--- src/rbsi_fifo.sv ---
// fifo: short queue between front and back
`timescale 1ns / 1ps
`default_nettype none
module rbsi_fifo #(
  parameter int WIDTH = 8,
  parameter int DEPTH = 4
) (
  input  wire logic             clk,
  input  wire logic             rst,
  input  wire logic             in_valid,
  output logic                  in_ready,
  input  wire logic [WIDTH-1:0] in_data,
  output logic                  out_valid,
  input  wire logic             out_ready,
  output logic      [WIDTH-1:0] out_data
);
  localparam int AW = (DEPTH > 1) ? $clog2(DEPTH) : 1;
  logic [WIDTH-1:0] mem [DEPTH];
  logic [AW-1:0] wp;
  logic [AW-1:0] rp;
  logic [AW:0] cnt;
  logic push;
  logic pop;

  assign in_ready = cnt != (AW+1)'(DEPTH);
  assign out_valid = cnt != '0;
  assign out_data = mem[rp];
  assign push = in_valid && in_ready;
  assign pop = out_valid && out_ready;

  always_ff @(posedge clk) begin
    if (push) begin
      mem[wp] <= in_data;
    end
    if (rst) begin
      wp <= '0;
      rp <= '0;
      cnt <= '0;
    end else begin
      if (push) wp <= (wp == AW'(DEPTH-1)) ? '0 : wp + AW'(1);
      if (pop) rp <= (rp == AW'(DEPTH-1)) ? '0 : rp + AW'(1);
      cnt <= cnt + (AW+1)'(push) - (AW+1)'(pop);
    end
  end
endmodule
`default_nettype wire

--- config.mk ---
export PLATFORM = sky130hd
export DESIGN_NAME = rbsi_fifo
export DESIGN_NICKNAME = d
export VERILOG_FILES = /design/src/rbsi_fifo.sv
export SDC_FILE = /design/constraint.sdc
export NUM_CORES = 1
export LEC_CHECK = 0
export ABC_AREA = 1
export ABC_CLOCK_PERIOD_IN_PS = 2900
export BUFFER_PORTS_ARGS = -buffer_cell sky130_fd_sc_hd__buf_2
export CORE_MARGIN = 8
export CORE_UTILIZATION = 45
export DETAILED_ROUTE_END_ITERATION = 6
export PLACE_DENSITY_LB_ADDON = 0.05
export SLEW_MARGIN = 20
export SYNTH_ARGS = -nofsm -noshare
export SYNTH_HDL_FRONTEND = slang
export SYNTH_SLANG_ARGS = --single-unit
--- constraint.sdc ---
create_clock -name clk -period 2.9 [get_ports clk]
set_clock_uncertainty 0.05 [all_clocks]
set_input_delay 0.145 -clock clk [delete_from_list [all_inputs] [get_ports clk]]
set_output_delay 0.145 -clock clk [all_outputs]
set_load 0.01 [all_outputs]
==> qor.txt, run 1 <==
clock tree buffer depth -> 2
Post-Syn Area -> 1707 um^2
EDFF count, synth -> 32
Slew Viols, Final -> 0
final hold vios -> 0
post-CTS setup buffers -> 0
nets -> 186
Starting Density -> 46.62%
vias in the first global route -> 1098
hold path cells -> 1
Tcrit/Tclk final -> 68.39%
Net Sw Frac -> 34.55%
combinational share of power -> 30.7%
critical path data arrival time -> 1790 ps
synth unique cells -> 21
first-pass GRT wire length -> 5.064 mm
power density over the cells -> 870.4 nW/um^2
CTS Buf Count -> 5
Total Routing Usage GR -> 10.92%
Reg power frac -> 48.4%
Routed Antenna Nets -> 0
Min Clock Period, post-route -> 1983 ps
endpoint type of the worst setup path -> output pin
Port-buffer cells -> 21
Lkg Pwr -> 0.7615 nW
vias per cell -> 4.874
gpl congestion -> 0.7159
H-tree depth -> 2
Worst-Margin Slew -> 811.6 ps
Worst Setup Start Kind -> register
Worst Reg-to-Reg Cells -> 12
drt drc -> 0
core area -> 3661 um^2
clk sinks -> 41
crit path to -> out_data[0]
Die Ht -> 77.59 um
fmax -> 0.5042 GHz
Post-Syn Area per Cell -> 12.28 um^2
Peak VDD IR -> 0.4346 mV
Die Wd -> 77.59 um
DR vias -> 1048
first-iteration detailed-routing DRC count -> 53
R2R Path End -> cnt[2]
TritonCTS clock tree -> yes
Hold Crit Class -> input port to register
internal reg-to-reg setup slack -> 940 ps
growth of design area from synthesis to finish -> 13.78%
Post-DP HPWL -> 2.104 mm
final setup fails -> 0
drt first pass iters -> 4
worst hold start -> in_data[5]
Tot Pwr -> 1.690 mW
Required @ worst endpoint -> 2710 ps
Remaining Overflow, GRT -> 0
Clk network pwr share -> 20.9%
Cell Int Power -> 1.106 mW
sw power -> 0.5839 mW
antenna violations before repair -> 0
unrepaired setup endpoints after global routing -> no
CTS Hold Bufs -> 1
outcome -> completed
Total Wirelength -> 3.073 mm
TNS Setup -> 0 ps
WS Path Type -> register to output pin
Mapped Cells -> 139
root buf cell -> clkbuf_8
Post-CTS Resized -> 0
Non-Filler Instances -> 215
CTS clk-pin slew, worst paths -> 70 ps
final hold slack -> 16.18 ps
Rows -> 22
CP max FO -> 17
Max-slew headroom -> 45.69%
Syn Nets -> 159
Post-synth ARST share -> 0%
fraction of layout cells with a size suffix above 1 -> 23.95%
post-route cell area -> 1942 um^2
dpl cells -> 206
Max Cap Viol -> 0
Synth warnings -> 0
number of synthesized register bits -> 41
Routed WL per cell -> 14.29 um
number of antenna diodes -> 0
DP Area -> 1849 um^2
IO Pins -> 22
dominant synthesized flop cell -> edfxtp_1
largest net degree at the start of global routing -> 18
Seq/Total Area, Yosys -> 66.86%
area of the die -> 6019 um^2
clk_lat worst skew -> 290 ps
RR Startpoint -> cnt[1]
[cells in the final DEF (no fill, tap or decap)]
cell and n:
buf_2 21, o22ai_1 8, nand3b_1 2, inv_1 12, nor2_4 1, nand2_4 2
clkbuf_1 1, or2_2 1, nor2_1 31, edfxtp_1 32, o21ai_2 4, o21ai_0 12
fa_1 1, inv_2 2, nand2_1 8, nor2_2 1, clkbuf_8 5, a21boi_2 1
dlygate4sd3_1 1, dfxtp_1 9, a21oi_1 1, clkinv_2 2, ha_1 7, nand3_1 1
xnor2_1 1
[metrics by stage]
step | worst slack [ps] | utilization [%]
after floorplan | 1062 | -
after global placement | 1039 | 50.51
after detailed placement | 921.0 | 50.51
after CTS | 858.9 | 53.04
after global routing | 733.1 | 53.04
final | 916.7 | 53.04
[critical path, stage by stage, from the launching register on]
cell     delay, ps
dfxtp_1        730
inv_2          290
o21ai_0        230
o22ai_1        100
buf_2          150
[layer usage]
metal	routed length [um]	global-route usage, %	vias up
li1	-	-	529
met1	1209	10.52	497
met2	1670	19.72	18
met3	140	4.493	4
met4	53	5.094	0
met5	0	0	-
[cell families after synthesis]
kind of cell               count (synthesis)  share of synthesized area [%]
and+or+nand+nor                           47                          12.46
DFF                                       41                          66.86
AOI/OAI and AO/OA                         26                          9.457
buffers and inverters                     16                          4.399
adders and majority gates                  8                          6.305
xor gates and xnor gates                   1                         0.5133
[registers in the layout (all words and copies together) (netlist names), named ones only]
name and count:
rp 2, mem 32, wp 2, cnt 3
[power groups by stage]
| stage | sequential [mW] | combinational (mW) | clock [mW] |
|---|---|---|---|
| after floorplan | 0.798 | 0.387 | 0 |
| after global placement | 0.832 | 0.517 | 0 |
| after detailed placement | 0.833 | 0.534 | 0 |
| after CTS | 0.820 | 0.535 | 0.362 |
| after global routing | 0.834 | 0.597 | 0.386 |
| final | 0.818 | 0.519 | 0.353 |
[final cells by class]
class	count	area, um^2
fill	341	1719
sequential	41	1141
multi-input combinational	82	490.5
timing repair buffer	22	115.1
clock buffer	6	72.57
tap	48	60.06
inverter	14	52.55
clock inverter	2	10.01
[synthesized netlist by cell type, types with 2 or more instances]
cell	n	area (um^2)
o21ai_0	12	60.06
nand3b_1	2	15.01
nor2_1	31	116.4
o22ai_1	8	50.05
buf_6	2	22.52
ha_1	7	87.58
nand2_4	2	22.52
dfxtp_1	9	180.2
inv_2	2	7.510
nand2_1	8	30.03
edfxtp_1	32	960.9
inv_1	12	45.04
o21ai_2	4	35.03
[worst min path at each step]
stage / end / slack (ps)
after floorplan: cnt[1] / 160
after global placement: cnt[1] / 280
after detailed placement: cnt[1] / 280
after CTS: mem[0][5] / 10
after global routing: mem[3][6] / 10
final: mem[0][5] / 20
(Power assumes the default switching activity.)
==> inputs of run 2 (changes only) <==
ABC_AREA = 0   (was 1)
ABC_CLOCK_PERIOD_IN_PS = 1950   (was 2900)
clock period = 1.95 ns   (was 2.9 ns; I/O delays follow)
==> run 2 against run 1 <==
Compared with the run above: worst setup slack got worse by 1100 ps; largest power group unchanged; the flow now finishes with violations (setup timing); clock-buffer cell count unchanged; routed wire length is 9.1% lower.
==> qor.txt, run 2 <==
Remaining Overflow, GRT -> 0
fin worst setup slack -> -166.2 ps
Die Wd -> 76.24 um
IO Pins -> 22
clk sinks -> 41
Max-slew headroom -> 72.60%
DP Area -> 1834 um^2
TNS Setup -> -185.2 ps
root buf cell -> clkbuf_4
vias per cell -> 4.792
Slew Viols, Final -> 0
Lkg Pwr -> 0.7805 nW
Largest register FFs -> 32
CTS clk-pin slew, worst paths -> 110 ps
most common cell after layout, fill and taps aside -> edfxtp_1
top flop regs -> mem (32), cnt (3)
CTS Buf Count -> 5
fraction of layout cells with a size suffix above 1 -> 46.67%
Tcrit/Tclk final -> 108.5%
Mapped Cells -> 91
Routed Antenna Nets -> 0
Post-DP HPWL -> 1.884 mm
pre-CTS WS -> -247.6 ps
Starting Density -> 45.63%
number of synthesized register bits -> 41
Largest Register -> mem
synth unique cells -> 26
fmax -> 0.4725 GHz
top-count cell post-synth -> edfxtp_1
Net Sw Frac -> 27.65%
Min Clock Period, post-route -> 2116 ps
Post-synth top cells -> edfxtp_1 (32), dfxtp_1 (9), mux4_2 (8)
outcome -> finished, violations left
EDFF count, synth -> 32
TritonCTS clock tree -> yes
vias in the first global route -> 968
unrepaired setup endpoints after global routing -> yes
DR vias -> 877
sw power -> 0.6745 mW
failing checks -> setup timing
Die Ht -> 76.24 um
Max Cap Viol -> 0
cell accounting for the most synthesized area -> edfxtp_1
number of antenna diodes -> 0
dominant synthesized flop cell -> edfxtp_1
largest net degree at the start of global routing -> 13
Clk network pwr share -> 21.2%
growth of design area from synthesis to finish -> 27.36%
CP max FO -> 4
power density over the cells -> 1173 nW/um^2
area of the die -> 5812 um^2
combinational share of power -> 31.6%
Total Routing Usage GR -> 10.17%
first-pass GRT wire length -> 4.595 mm
Routed WL per cell -> 15.26 um
Post-synth ARST share -> 0%
drt drc -> 0
final setup fails -> 2
Worst-Margin Slew -> 410.4 ps
Syn Nets -> 111
first-iteration detailed-routing DRC count -> 31
Post-Syn Area -> 1633 um^2
commonest non-fill, non-tap cells in the layout -> edfxtp_1 (32), buf_2 (21), dlygate4sd3_1 (10)
antenna violations before repair -> 0
core area -> 3578 um^2
final hold vios -> 0
top post-synthesis cells by area -> edfxtp_1 (59%), dfxtp_1 (11%), mux4_2 (11%)
clock tree buffer depth -> 2
Post-Syn Area per Cell -> 17.94 um^2
Reg power frac -> 47.2%
Hold Crit Class -> input port to register
H-tree depth -> 2
Peak VDD IR -> 0.5644 mV
endpoint type of the worst setup path -> register
Cell Int Power -> 1.765 mW
Required @ worst endpoint -> 2160 ps
Synth top area share -> 58.85%
Synth warnings -> 0
Seq/Total Area, Yosys -> 69.89%
WS Path Type -> register to register
Port-buffer cells -> 21
gpl congestion -> 0.7879
post-route cell area -> 2079 um^2
Total Wirelength -> 2.792 mm
drt first pass iters -> 4
clk_lat worst skew -> 320 ps
Worst Setup Start Kind -> register
nets -> 154
Rows -> 22
critical path data arrival time -> 2330 ps
run 2: changes by cell type after synthesis, moves of 6 or more:
| cell | previous run | this run |
|---|---|---|
| nor2_1 | 31 | 3 |
| o22ai_1 | 8 | 0 |
| mux4_2 | 0 | 8 |
| o21ai_0 | 12 | 2 |
| inv_1 | 12 | 5 |
| nand2_1 | 8 | 2 |
run 2: per-stage QoR:
stage | util (%) | std cells | hold WS [ps] | power [mW]
5_1_grt | 58.11 | 183 | 115.6 | 2.595
4_1_cts | 57.69 | 183 | 103.6 | 2.454
3_3_place_gp | 51.26 | 163 | 259.8 | 1.815
2_1_floorplan | - | 91 | 146.4 | 1.585
3_5_place_dp | 51.26 | 163 | 267.6 | 1.840
6_report | 58.11 | 183 | 118.3 | 2.440
run 2: path summary, 6_finish.rpt:
check        slack [ps]      from  endpoint  cells after the start
min reg2reg         470     rp[0]     rp[0]                      2
min                 120  in_valid     wp[0]                      3
max reg2reg        -170    cnt[2]    cnt[2]                     10
max                -170    cnt[2]    cnt[2]                     10
run 2: cells by family (layout without fill, tap and decap cells):
kind of cell / count (synthesis) / count (layout) / share of synthesized area, %
DFF: 41 / 41 / 69.88
adders and majority gates: 8 / 8 / 6.590
and+or+nand+nor: 17 / 17 / 6.284
AOI/OAI and AO/OA: 6 / 6 / 2.452
buffers and inverters: 9 / 53 / 2.605
muxes: 9 / 9 / 11.65
xor gates and xnor gates: 1 / 1 / 0.5365
run 2: power groups by stage:
stage          Sequential (mW)  Clock [mW]  Combinational (mW)
2_1_floorplan             1.14           0               0.443
3_3_place_gp              1.16           0               0.659
3_5_place_dp              1.16           0               0.675
4_1_cts                   1.15       0.536               0.772
5_1_grt                   1.17       0.577               0.849
6_report                  1.15       0.517               0.772
run 2: what timing repair did:
item	CTS	global route
gates cloned	0	0
hold endpoints to repair	35	0
setup buffers	2	0
pin swaps	1	0
hold buffers	10	0
setup endpoints to repair	2	2
gates resized for setup	10	3
run 2: critical path, stage by stage (launching register included):
cell and delay (ps):
dfxtp_4 370, or3b_4 390, nand2_4 90, ha_4 200, inv_2 60, ha_4 120, inv_2 30, fa_2 340
xor2_2 160, and2_4 160, nor3_2 80
run 2: routing by layer:
metal | global-route usage [%] | vias to the layer above | wire (um)
met4 | 3.462 | 0 | 23
met1 | 12.44 | 426 | 1327
met3 | 4.717 | 2 | 138
met5 | 0 | - | 0
met2 | 15.42 | 19 | 1303
li1 | - | 430 | -
run 2: layout make-up:
type | count | area (um^2)
timing repair buffer | 40 | 272.8
multi-input combinational | 41 | 505.5
fill | 295 | 1499
sequential | 41 | 1147
inverter | 5 | 18.77
clock inverter | 2 | 33.78
tap | 48 | 60.06
clock buffer | 6 | 41.29
